$ cat src/rtl/core/totp_pkg.sv
// TOTP generator package: widths, register indexes, SHA-1 constants.
// No dependencies.
package totp_pkg;
  localparam int unsigned MaxKeyBytes = 32;
  localparam int unsigned CfgIdxW = 3;
  localparam int unsigned CfgDataW = 64;
  localparam int unsigned CodeW = 30;

  typedef enum logic [CfgIdxW-1:0] {
    RegKey0 = 3'd0, RegKey1 = 3'd1, RegKey2 = 3'd2, RegKey3 = 3'd3,
    RegKeyLen = 3'd4, RegStep = 3'd5, RegDigits = 3'd6, RegNone = 3'd7
  } reg_idx_e;

  localparam logic [159:0] ShaInit =
    160'h67452301_EFCDAB89_98BADCFE_10325476_C3D2E1F0;

  function automatic logic [31:0] rotl1(input logic [31:0] x);
    return {x[30:0], x[31]};
  endfunction

  function automatic logic [29:0] pow10(input logic [3:0] d);
    logic [29:0] r;
    unique case (d)
      4'd1: r = 30'd10;
      4'd2: r = 30'd100;
      4'd3: r = 30'd1000;
      4'd4: r = 30'd10000;
      4'd5: r = 30'd100000;
      4'd6: r = 30'd1000000;
      4'd7: r = 30'd10000000;
      4'd8: r = 30'd100000000;
      default: r = 30'd1000000000;
    endcase
    return r;
  endfunction
endpackage

$ cat src/rtl/core/totp_hmac_sha1_code_generator.sv
// TOTP top level: register file, 64/32 divider, HMAC sequencer, truncation
// and decimal reduction. Depends on totp_pkg and totp_sha1.
//
// Usage: write key words, key length, time step and digit count on the
// write port (cfg_we_i, cfg_idx_i, cfg_data_i) while idle. Pulse start
// with unix_seconds_i while busy is low; the item is taken at that edge.
// code_valid_o pulses for one cycle with code_value_o when the code is done.
// Steps from the accepting edge to the strobe: restoring division of the
// time by the step, four SHA-1 passes (load the block words, start, the
// compression and a done state; rounds 0..15 read their word directly,
// rounds 16..79 read four schedule words, each read followed by a
// capture), truncation, bit-serial modulo and the output state.
// One item at a time; busy stays high meanwhile, so a new item is taken
// only after the previous one is done.
// Reset sets the configuration registers to their reset values and idles the block.
// The receiver cannot stall: the result is shown for exactly one cycle.
module totp_hmac_sha1_code_generator #(
  parameter int unsigned MAX_KEY_BYTES = totp_pkg::MaxKeyBytes
) (
  input  logic                           clk_i,
  input  logic                           rst_ni,
  input  logic                           start,
  output logic                           busy,
  input  logic [63:0]                    unix_seconds_i,
  output logic                           code_valid_o,
  output logic [totp_pkg::CodeW-1:0]     code_value_o,
  input  logic                           cfg_we_i,
  input  logic [totp_pkg::CfgIdxW-1:0]   cfg_idx_i,
  input  logic [totp_pkg::CfgDataW-1:0]  cfg_data_i
);
  import totp_pkg::*;

  typedef enum logic [7:0] {
    TIdle = 8'b00000001, TDiv = 8'b00000010, TLoad = 8'b00000100,
    TRun = 8'b00001000, TWait = 8'b00010000, TMod = 8'b00100000,
    TOut = 8'b01000000, TTrunc = 8'b10000000
  } top_state_e;

  logic [63:0] key_q [4];
  logic [5:0]  klen_q;
  logic [31:0] step_q;
  logic [3:0]  digits_q;

  always_ff @(posedge clk_i or negedge rst_ni) begin
    if (!rst_ni) begin
      for (int i = 0; i < 4; i++) key_q[i] <= '0;
      klen_q <= 6'd16;
      step_q <= 32'd30;
      digits_q <= 4'd6;
    end else if (cfg_we_i) begin
      unique case (reg_idx_e'(cfg_idx_i))
        RegKey0: key_q[0] <= cfg_data_i;
        RegKey1: key_q[1] <= cfg_data_i;
        RegKey2: key_q[2] <= cfg_data_i;
        RegKey3: key_q[3] <= cfg_data_i;
        RegKeyLen: klen_q <= cfg_data_i[5:0];
        RegStep: step_q <= cfg_data_i[31:0];
        RegDigits: digits_q <= cfg_data_i[3:0];
        default: ;
      endcase
    end
  end

  localparam logic [5:0] KMax = 6'(MAX_KEY_BYTES);
  logic [5:0] klen;
  assign klen = (klen_q > KMax) ? KMax : klen_q;

  top_state_e  state_q;
  logic [1:0]  pass_q;
  logic [5:0]  cnt_q;
  logic [63:0] quo_q;
  logic [31:0] rem_q;
  logic [159:0] h_q, dig_q;
  logic [31:0] dt_q;
  logic [29:0] modr_q;
  logic        sha_start, sha_done;
  logic [159:0] sha_h;
  logic [31:0] ld_word;

  // Key word for block word j: bytes 4j..4j+3 masked by length.
  function automatic logic [31:0] key_word32(input logic [3:0] j);
    logic [31:0] w;
    logic [5:0]  b;
    for (int i = 0; i < 4; i++) begin
      b = {1'b0, j[2:0], 2'(i)};
      w[31-8*i -: 8] = (j[3] || b >= klen) ? 8'h00 :
                       key_q[b[4:3]][63-8*b[2:0] -: 8];
    end
    return w;
  endfunction

  always_comb begin
    logic [3:0] j;
    j = cnt_q[3:0];
    unique case (pass_q)
      2'd0: ld_word = key_word32(j) ^ 32'h36363636;
      2'd2: ld_word = key_word32(j) ^ 32'h5C5C5C5C;
      2'd1: begin
        unique case (j)
          4'd0: ld_word = quo_q[63:32];
          4'd1: ld_word = quo_q[31:0];
          4'd2: ld_word = 32'h80000000;
          4'd15: ld_word = 32'd576;
          default: ld_word = 32'd0;
        endcase
      end
      default: begin
        if (j < 4'd5) ld_word = dig_q[159-32*j -: 32];
        else if (j == 4'd5) ld_word = 32'h80000000;
        else if (j == 4'd15) ld_word = 32'd672;
        else ld_word = 32'd0;
      end
    endcase
  end

  assign sha_start = (state_q == TRun);

  totp_sha1 u_sha (
    .clk_i, .rst_ni,
    .load_i(state_q == TLoad),
    .load_addr_i(cnt_q[3:0]),
    .load_data_i(ld_word),
    .start_i(sha_start),
    .h_i(h_q),
    .done_o(sha_done),
    .h_o(sha_h)
  );

  logic [32:0] rem_sh;
  assign rem_sh = {rem_q, quo_q[63]};

  logic [3:0] off;
  logic [7:0] db [4];
  always_comb begin
    off = dig_q[3:0];
    for (int i = 0; i < 4; i++) db[i] = dig_q[159-8*(5'(off)+5'(i)) -: 8];
  end

  logic [3:0]  dg;
  logic [29:0] pm;
  logic [30:0] mr_sh;
  assign dg = (digits_q == 4'd0) ? 4'd1 : (digits_q > 4'd9 ? 4'd9 : digits_q);
  assign pm = pow10(dg);
  assign mr_sh = {modr_q, dt_q[31]};

  always_ff @(posedge clk_i or negedge rst_ni) begin
    if (!rst_ni) begin
      state_q <= TIdle;
      pass_q <= '0;
      cnt_q <= '0;
    end else begin
      unique case (state_q)
        TIdle: if (start) begin
          state_q <= TDiv; cnt_q <= '0;
        end
        TDiv: begin
          cnt_q <= cnt_q + 6'd1;
          if (cnt_q == 6'd63) begin
            state_q <= TLoad; cnt_q <= '0; pass_q <= 2'd0;
          end
        end
        TLoad: begin
          cnt_q <= cnt_q + 6'd1;
          if (cnt_q == 6'd15) state_q <= TRun;
        end
        TRun: state_q <= TWait;
        TWait: if (sha_done) begin
          cnt_q <= '0;
          pass_q <= pass_q + 2'd1;
          state_q <= (pass_q == 2'd3) ? TTrunc : TLoad;
        end
        TTrunc: begin
          state_q <= TMod; cnt_q <= '0;
        end
        TMod: begin
          cnt_q <= cnt_q + 6'd1;
          if (cnt_q == 6'd31) state_q <= TOut;
        end
        TOut: state_q <= TIdle;
        default: state_q <= TIdle;
      endcase
    end
  end

  always_ff @(posedge clk_i) begin
    unique case (state_q)
      TIdle: begin
        quo_q <= unix_seconds_i;
        rem_q <= '0;
        h_q <= ShaInit;
      end
      TDiv: begin
        if (step_q == 32'd0) begin
          quo_q <= '1;
        end else if (rem_sh >= {1'b0, step_q}) begin
          rem_q <= 32'(rem_sh - {1'b0, step_q});
          quo_q <= {quo_q[62:0], 1'b1};
        end else begin
          rem_q <= rem_sh[31:0];
          quo_q <= {quo_q[62:0], 1'b0};
        end
      end
      TWait: if (sha_done) begin
        h_q <= (pass_q == 2'd1) ? ShaInit : sha_h;
        if (pass_q == 2'd1 || pass_q == 2'd3) dig_q <= sha_h;
      end
      TTrunc: begin
        dt_q <= {1'b0, db[0][6:0], db[1], db[2], db[3]};
        modr_q <= '0;
      end
      TMod: begin
        dt_q <= {dt_q[30:0], 1'b0};
        modr_q <= (mr_sh >= {1'b0, pm}) ? 30'(mr_sh - {1'b0, pm}) : mr_sh[29:0];
      end
      default: ;
    endcase
  end

  assign busy = (state_q != TIdle);
  assign code_valid_o = (state_q == TOut);
  assign code_value_o = modr_q;
endmodule

$ cat src/rtl/core/totp_sha1.sv
// SHA-1 compression unit, one round at a time; message schedule in a
// 16-word synchronous memory. Depends on totp_pkg.
module totp_sha1 (
  input  logic         clk_i,
  input  logic         rst_ni,
  input  logic         load_i,
  input  logic [3:0]   load_addr_i,
  input  logic [31:0]  load_data_i,
  input  logic         start_i,
  input  logic [159:0] h_i,
  output logic         done_o,
  output logic [159:0] h_o
);
  import totp_pkg::*;

  typedef enum logic [2:0] {
    SIdle = 3'b001, SRead = 3'b010, SRound = 3'b100
  } sha_state_e;

  logic [31:0] mem_q [16];
  logic [31:0] rd_q;
  logic [3:0]  rd_addr;
  logic [3:0]  wr_addr;
  logic        wr_en;
  logic [31:0] wr_data;
  sha_state_e  state_q, state_d;
  logic [6:0]  rnd_q, rnd_d;
  logic [31:0] a_q, b_q, c_q, d_q, e_q;
  logic [159:0] hin_q;
  logic [31:0] w_cur, f, k, t;
  logic [31:0] x3_q, x8_q, x14_q;
  logic [1:0]  sub_q, sub_d;
  logic        done_q;

  // Rounds 0..15 read their word directly; later rounds read w[i-3],
  // w[i-8], w[i-14], w[i-16], each read (SRead) followed by a capture (SRound).
  always_comb begin
    unique case (sub_q)
      2'd0: rd_addr = rnd_q[3:0] - 4'd3;
      2'd1: rd_addr = rnd_q[3:0] - 4'd8;
      2'd2: rd_addr = rnd_q[3:0] - 4'd14;
      default: rd_addr = rnd_q[3:0];
    endcase
    if (rnd_q < 7'd16) rd_addr = rnd_q[3:0];
  end

  always_ff @(posedge clk_i) begin
    if (wr_en) mem_q[wr_addr] <= wr_data;
    rd_q <= mem_q[rd_addr];
  end

  assign w_cur = (rnd_q < 7'd16) ? rd_q : rotl1(x3_q ^ x8_q ^ x14_q ^ rd_q);

  always_comb begin
    if (rnd_q < 7'd20) begin
      f = (b_q & c_q) | (~b_q & d_q); k = 32'h5A827999;
    end else if (rnd_q < 7'd40) begin
      f = b_q ^ c_q ^ d_q; k = 32'h6ED9EBA1;
    end else if (rnd_q < 7'd60) begin
      f = (b_q & c_q) | (b_q & d_q) | (c_q & d_q); k = 32'h8F1BBCDC;
    end else begin
      f = b_q ^ c_q ^ d_q; k = 32'hCA62C1D6;
    end
    t = {a_q[26:0], a_q[31:27]} + f + e_q + k + w_cur;
  end

  logic round_go;
  assign round_go = (state_q == SRound) && ((rnd_q < 7'd16) || (sub_q == 2'd3));

  always_comb begin
    wr_en = load_i;
    wr_addr = load_addr_i;
    wr_data = load_data_i;
    if (round_go && rnd_q >= 7'd16) begin
      wr_en = 1'b1;
      wr_addr = rnd_q[3:0];
      wr_data = w_cur;
    end
  end

  always_comb begin
    state_d = state_q;
    rnd_d = rnd_q;
    sub_d = sub_q;
    unique case (state_q)
      SIdle: if (start_i) begin
        state_d = SRead; rnd_d = 7'd0; sub_d = 2'd0;
      end
      SRead: state_d = SRound;
      SRound: begin
        if (round_go) begin
          sub_d = 2'd0;
          rnd_d = rnd_q + 7'd1;
          state_d = (rnd_q == 7'd79) ? SIdle : SRead;
        end else begin
          sub_d = sub_q + 2'd1;
          state_d = SRead;
        end
      end
      default: state_d = SIdle;
    endcase
  end

  always_ff @(posedge clk_i or negedge rst_ni) begin
    if (!rst_ni) begin
      state_q <= SIdle;
      rnd_q <= '0;
      sub_q <= '0;
      done_q <= 1'b0;
    end else begin
      state_q <= state_d;
      rnd_q <= rnd_d;
      sub_q <= sub_d;
      done_q <= round_go && (rnd_q == 7'd79);
    end
  end

  always_ff @(posedge clk_i) begin
    if (state_q == SIdle && start_i) begin
      hin_q <= h_i;
      {a_q, b_q, c_q, d_q, e_q} <= h_i;
    end else if (state_q == SRound) begin
      unique case (sub_q)
        2'd0: x3_q <= rd_q;
        2'd1: x8_q <= rd_q;
        2'd2: x14_q <= rd_q;
        default: ;
      endcase
      if (round_go) begin
        e_q <= d_q; d_q <= c_q; c_q <= {b_q[1:0], b_q[31:2]};
        b_q <= a_q; a_q <= t;
      end
    end
  end

  assign done_o = done_q;
  assign h_o = {hin_q[159:128] + a_q, hin_q[127:96] + b_q, hin_q[95:64] + c_q,
                hin_q[63:32] + d_q, hin_q[31:0] + e_q};
endmodule
$ cat config.mk
export PLATFORM = sky130hd
export DESIGN_NAME = totp_hmac_sha1_code_generator
export DESIGN_NICKNAME = d
export VERILOG_FILES = /design/src/rtl/core/totp_pkg.sv /design/src/rtl/core/totp_hmac_sha1_code_generator.sv /design/src/rtl/core/totp_sha1.sv
export SDC_FILE = /design/constraint.sdc
export NUM_CORES = 2
export LEC_CHECK = 0
export BUFFER_PORTS_ARGS = -buffer_cell sky130_fd_sc_hd__buf_2
export CORE_MARGIN = 5
export CORE_UTILIZATION = 55
export CTS_CLUSTER_SIZE = 40
export DETAILED_ROUTE_END_ITERATION = 6
export MAX_ROUTING_LAYER = met4
export PLACE_DENSITY_LB_ADDON = 0.05
export SYNTH_ARGS = -nofsm -noshare
export SYNTH_HDL_FRONTEND = slang
export SYNTH_SLANG_ARGS = --single-unit
$ cat constraint.sdc
create_clock -name clk_i -period 11.55 [get_ports clk_i]
set_clock_uncertainty 0.15 [all_clocks]
set_input_delay 0 -clock clk_i [delete_from_list [all_inputs] [get_ports clk_i]]
set_output_delay 0 -clock clk_i [all_outputs]
set_load 0.02 [all_outputs]
==> results.md <==
- The setup slack of the worst register-to-register path is 4.02 ns.
- In this run, placement finished with an instance count of 9636.
- In the final routed layout, each cell accounts on average for 28.8 um.
- The number of slew-limit violations in the final report came to 0.
- Summing all placed instances gives a cell area of 95900 sq um.
- The maximum fanout count along the critical path is 37.
- The most numerous cell type found on the critical path is sky130_fd_sc_hd__fa_1.
- Post-CTS timing repair inserted 0 buffers for setup.
- Once the clock tree was built, the resizer swapped 0 gates to a different size.
- Adding up every negative setup slack in the final design gives 0 ns.
- The combinational cell fraction of total power is 27.9%.
- The library cells used most frequently in the layout, excluding fill and tap cells, are 1406 x sky130_fd_sc_hd__edfxtp_1, 881 x sky130_fd_sc_hd__nand2_1, 437 x sky130_fd_sc_hd__a21oi_1.
- The cell-internal power is 13.7 mW.
- Headroom to the max-slew limit came out at 6.00%.
- The portion of total power attributed to the clock network is 29.7%.
- The routed design has 296000 um of wire.
- The share of total power dissipated in sequential elements is 42.4%.
- The first-pass GRT wire length is 429000 um.
- Counting flops with an async set or reset pin after synthesis yields a share of 18.5%.
- Entering global routing, the biggest net connects 198 pins.
- The final reports fail on design-rule violations.
- Data on the critical path is required at its endpoint by 11.91 ns.
- After detailed routing, the number of vias per cell comes to 6.34.
- The number of hold buffers added after CTS was 268.
- During I/O placement, the number of pins put on the boundary was 167.
- The final routed DRC violation total is 3.
- The number of setup violations in the final report is 0.
- The total CTS buffers is 189.
- The tool flagged a number of max-cap violations equal to 0.
- The final instance count without filler cells is 10300.
- Yosys mapped a number of flops with a built-in enable equal to 1406.
- The core region area is 167000 sq um.
- Routability-driven placement finished with a final weighted congestion of 0.981.
- In this design, the largest share of critical-path delay is due to compound AO/OA/AOI/OAI gates.
- Leaving out fill and tap cells, the most frequent cell in the layout is sky130_fd_sc_hd__edfxtp_1.
- The half-perimeter wire length of the detailed placement result is 201000 um.
- Measured along the y axis, the die boundary spans 421 um.
- The flow ran to the end, but the final reports show violations.
- The switching power is 6.88 mW.
- In this run the worst hold path is classified as input pin to asynchronous set/reset pin.
- For this configuration, the core starts out at a cell density of 55.4%.
- The worst register-to-register path begins at u_sha.rnd_q[3]$_DFFE_PN0P_.
- Of the synthesized area, sequential elements account for 55.1%.
- The dominant register cell in the synthesized netlist is sky130_fd_sc_hd__edfxtp_1.
- The clock period minus worst slack is 7.53 ns.
- The number of antenna violations at the first check in global routing is 20.
- The share of the clock period used by the worst path is 65.2%.
- The overall global routing resource usage is 34.3%.
- The data arrival at the endpoint of the critical path is 7.89 ns.
- The synthesized area is 92700 sq um.
- The critical path buffer and inverter count is 5.
- Each instance of the synthesized netlist takes up on average 12.3 sq um.
- In this run the worst setup path begins at u_sha.rnd_q[3]$_DFFE_PN0P_.
- Synthesis inferred 1765 register bits.
- At the later pin of the worst-skew pair, clock insertion delay measures 0.86 ns.
- Net switching is 33.5% of the power.
- Summing all non-filler instances in the final layout gives an area of 105000 sq um.
- During synthesis, Yosys emitted a total of 0 warnings.
- The tree is rooted in a sky130_fd_sc_hd__clkbuf_16.
- The detailed router finished its first iteration with 7786 violations.
- The largest single stage delay on the critical path is 0.68 ns.
- The detailed router placed 65100 vias in this run.
- The share of post-route cells with drive strength above 1 is 14.3%.
- The number of buffers added on ports is 166.
- The count of fill cells added during filler insertion is 12900.
- For this design, the sink count on the clock tree is 1765.
- The number of nets still failing antenna checks after routing is 0.
- The area growth from synthesis to layout is 13.1%.
- At the pin with the least slew margin, the transition time is 1.40 ns.
- Clock-pin slew was measured on the worst setup and hold paths at 0.06 ns.
- The synthesized netlist cell count is 7559.
- Setup repair after global routing left no endpoint under its margin.
- The die width is 421 um.
- For this design the ratio of total power to cell area is 196 nW/um^2.
- The total overflow left after global routing is 0.
- The critical path is of the register to register type.
- The TritonCTS clock tree is done.
- The endpoint class of the critical path is a register.
- The H-tree generated during clock tree synthesis spans 4 levels.
- The number of global-route vias before repair is 62900.
- The total die area is 177000 sq um.
- When the netlist entered floorplanning its net count stood at 8136.
- The maximum clock insertion buffer count is 3.
- In this run the core area contains 150 standard-cell rows.
- Among all stages on the critical path, the largest delay is contributed by sky130_fd_sc_hd__dfrtp_1.
- The iteration count of the initial detailed-routing pass is 7.
- STA classifies the critical path startpoint as a register.
- The number of different library cells used by synthesis comes to 101.
- The worst-case IR drop observed on VDD is 201 uV.
- The hold violation total from the final report is 0.
- At the end of the flow, the number of nets in the layout was 8468.
- In this run the static leakage power is 39.4 nW.
- Based on the critical path, the design can be clocked at up to 133 MHz.
[area by class of cell]
cell class / count / area, sq um / area share (%)
Antenna cell: 17 / 42.5 / 0.0406
Tap cell: 2204 / 2760 / 2.63
Clock buffer: 254 / 5120 / 4.88
Sequential cell: 1765 / 51100 / 48.7
Clock inverter: 96 / 1070 / 1.02
Inverter: 312 / 1180 / 1.13
Multi-Input combinational cell: 5077 / 39200 / 37.4
Timing Repair Buffer: 546 / 4420 / 4.21
[stage by stage]
step	util (%)	hold WS (ns)	setup WS, ns	power, mW
after floorplan	-	-0.446	2.91	12.3
after global placement	57.3	-0.0309	4.22	14.2
after detailed placement	57.3	-0.0249	4.15	14.3
after CTS	62.6	0.0811	4.08	20.5
after global routing	62.6	0.164	3.63	21.3
final	62.6	0.169	4.02	20.6
[layer usage]
metal | wire length (um) | vias up | share of wire, % | global-route usage, %
met5 | 0 | - | 0 | -
met4 | 17400 | 0 | 5.9 | 16.1
met3 | 25400 | 634 | 8.6 | 7.13
met2 | 133000 | 2986 | 45 | 50.8
met1 | 120000 | 32700 | 41 | 45.7
li1 | - | 28800 | - | -
[cell families after synthesis]
logic type,count (synthesis),synth area share [%]
adders and majority gates,442,6.99
buffers and inverters,717,3.05
xor gates and xnor gates,329,3.11
muxes,661,9.91
DFF,1765,55.1
and+or+nand+nor,1919,9.59
AOI/OAI and AO/OA,1726,12.3
[Yosys cell counts, drive strengths merged, types with 21 or more instances]
library cell  count  area, sq um
edfxtp         1406        42200
nand2           886         3330
a21oi           443         2230
nor2            353         1330
dfrtp           318         7960
ha              316         3950
mux2            315         3550
inv             312         1170
o21ai           293         1470
clkbuf          278         1040
xnor2           252         2210
and2            230         1440
a211oi          199         1510
mux4            174         3920
mux2i           172         1720
a31oi           148          962
buf             127          609
fa              126         2520
a21o            111          835
nand2b          104          658
xor2             77          674
nand3            75          375
a311oi           72          637
o22a             72          631
o22ai            68          425
nor2b            63          402
nor3             49          250
o21a             45          339
o21bai           39          293
a22o             33          289
dfxtp            32          641
nand4            26          163
o211ai           26          200
and3             25          156
or3              24          150
o221ai           21          201
[worst paths after layout]
path | cells past startpoint | to
min in group clk_i | 4 | digits_q[3]$_DFFE_PN0P_
setup / recovery | 25 | u_sha.a_q[31]$_DFFE_PP_
max in group asynchronous | 5 | key_q[99]$_DFFE_PN0P_
setup reg to reg | 25 | u_sha.a_q[31]$_DFFE_PP_
hold / removal | 3 | klen_q[4]$_DFFE_PN1P_
hold reg to reg | 0 | u_sha.hin_q[8]$_DFFE_PP_
[worst min-delay path, cell delays in order]
cell,delay [ns]
sky130_fd_sc_hd__dlygate4sd3_1,0.52
sky130_fd_sc_hd__dlygate4sd3_1,0.59
sky130_fd_sc_hd__buf_8,0.20
[power by group through the flow]
stage          Clock, mW  Combinational (mW)  Sequential, mW
6_report            6.09                5.74            8.72
5_1_grt             6.43                6.12            8.77
4_1_cts             6.16                5.62            8.69
3_5_place_dp           0                5.52            8.81
3_3_place_gp           0                5.45            8.78
2_1_floorplan          0                3.61            8.67
[registers in the layout (all words and copies together) (netlist names), 7 cells and up]
signal / cells
u_sha.x14_q: 32
u_sha.e_q: 32
u_sha.d_q: 32
key_q: 256
u_sha.rd_q: 32
u_sha.rnd_q: 7
quo_q: 64
u_sha.c_q: 32
u_sha.a_q: 32
dt_q: 32
u_sha.x3_q: 32
u_sha.mem_q: 512
dig_q: 160
state_q: 8
code_value_o: 30
u_sha.hin_q: 160
u_sha.b_q: 32
step_q: 32
u_sha.x8_q: 32
h_q: 160
rem_q: 32
(Power assumes the default switching activity.)
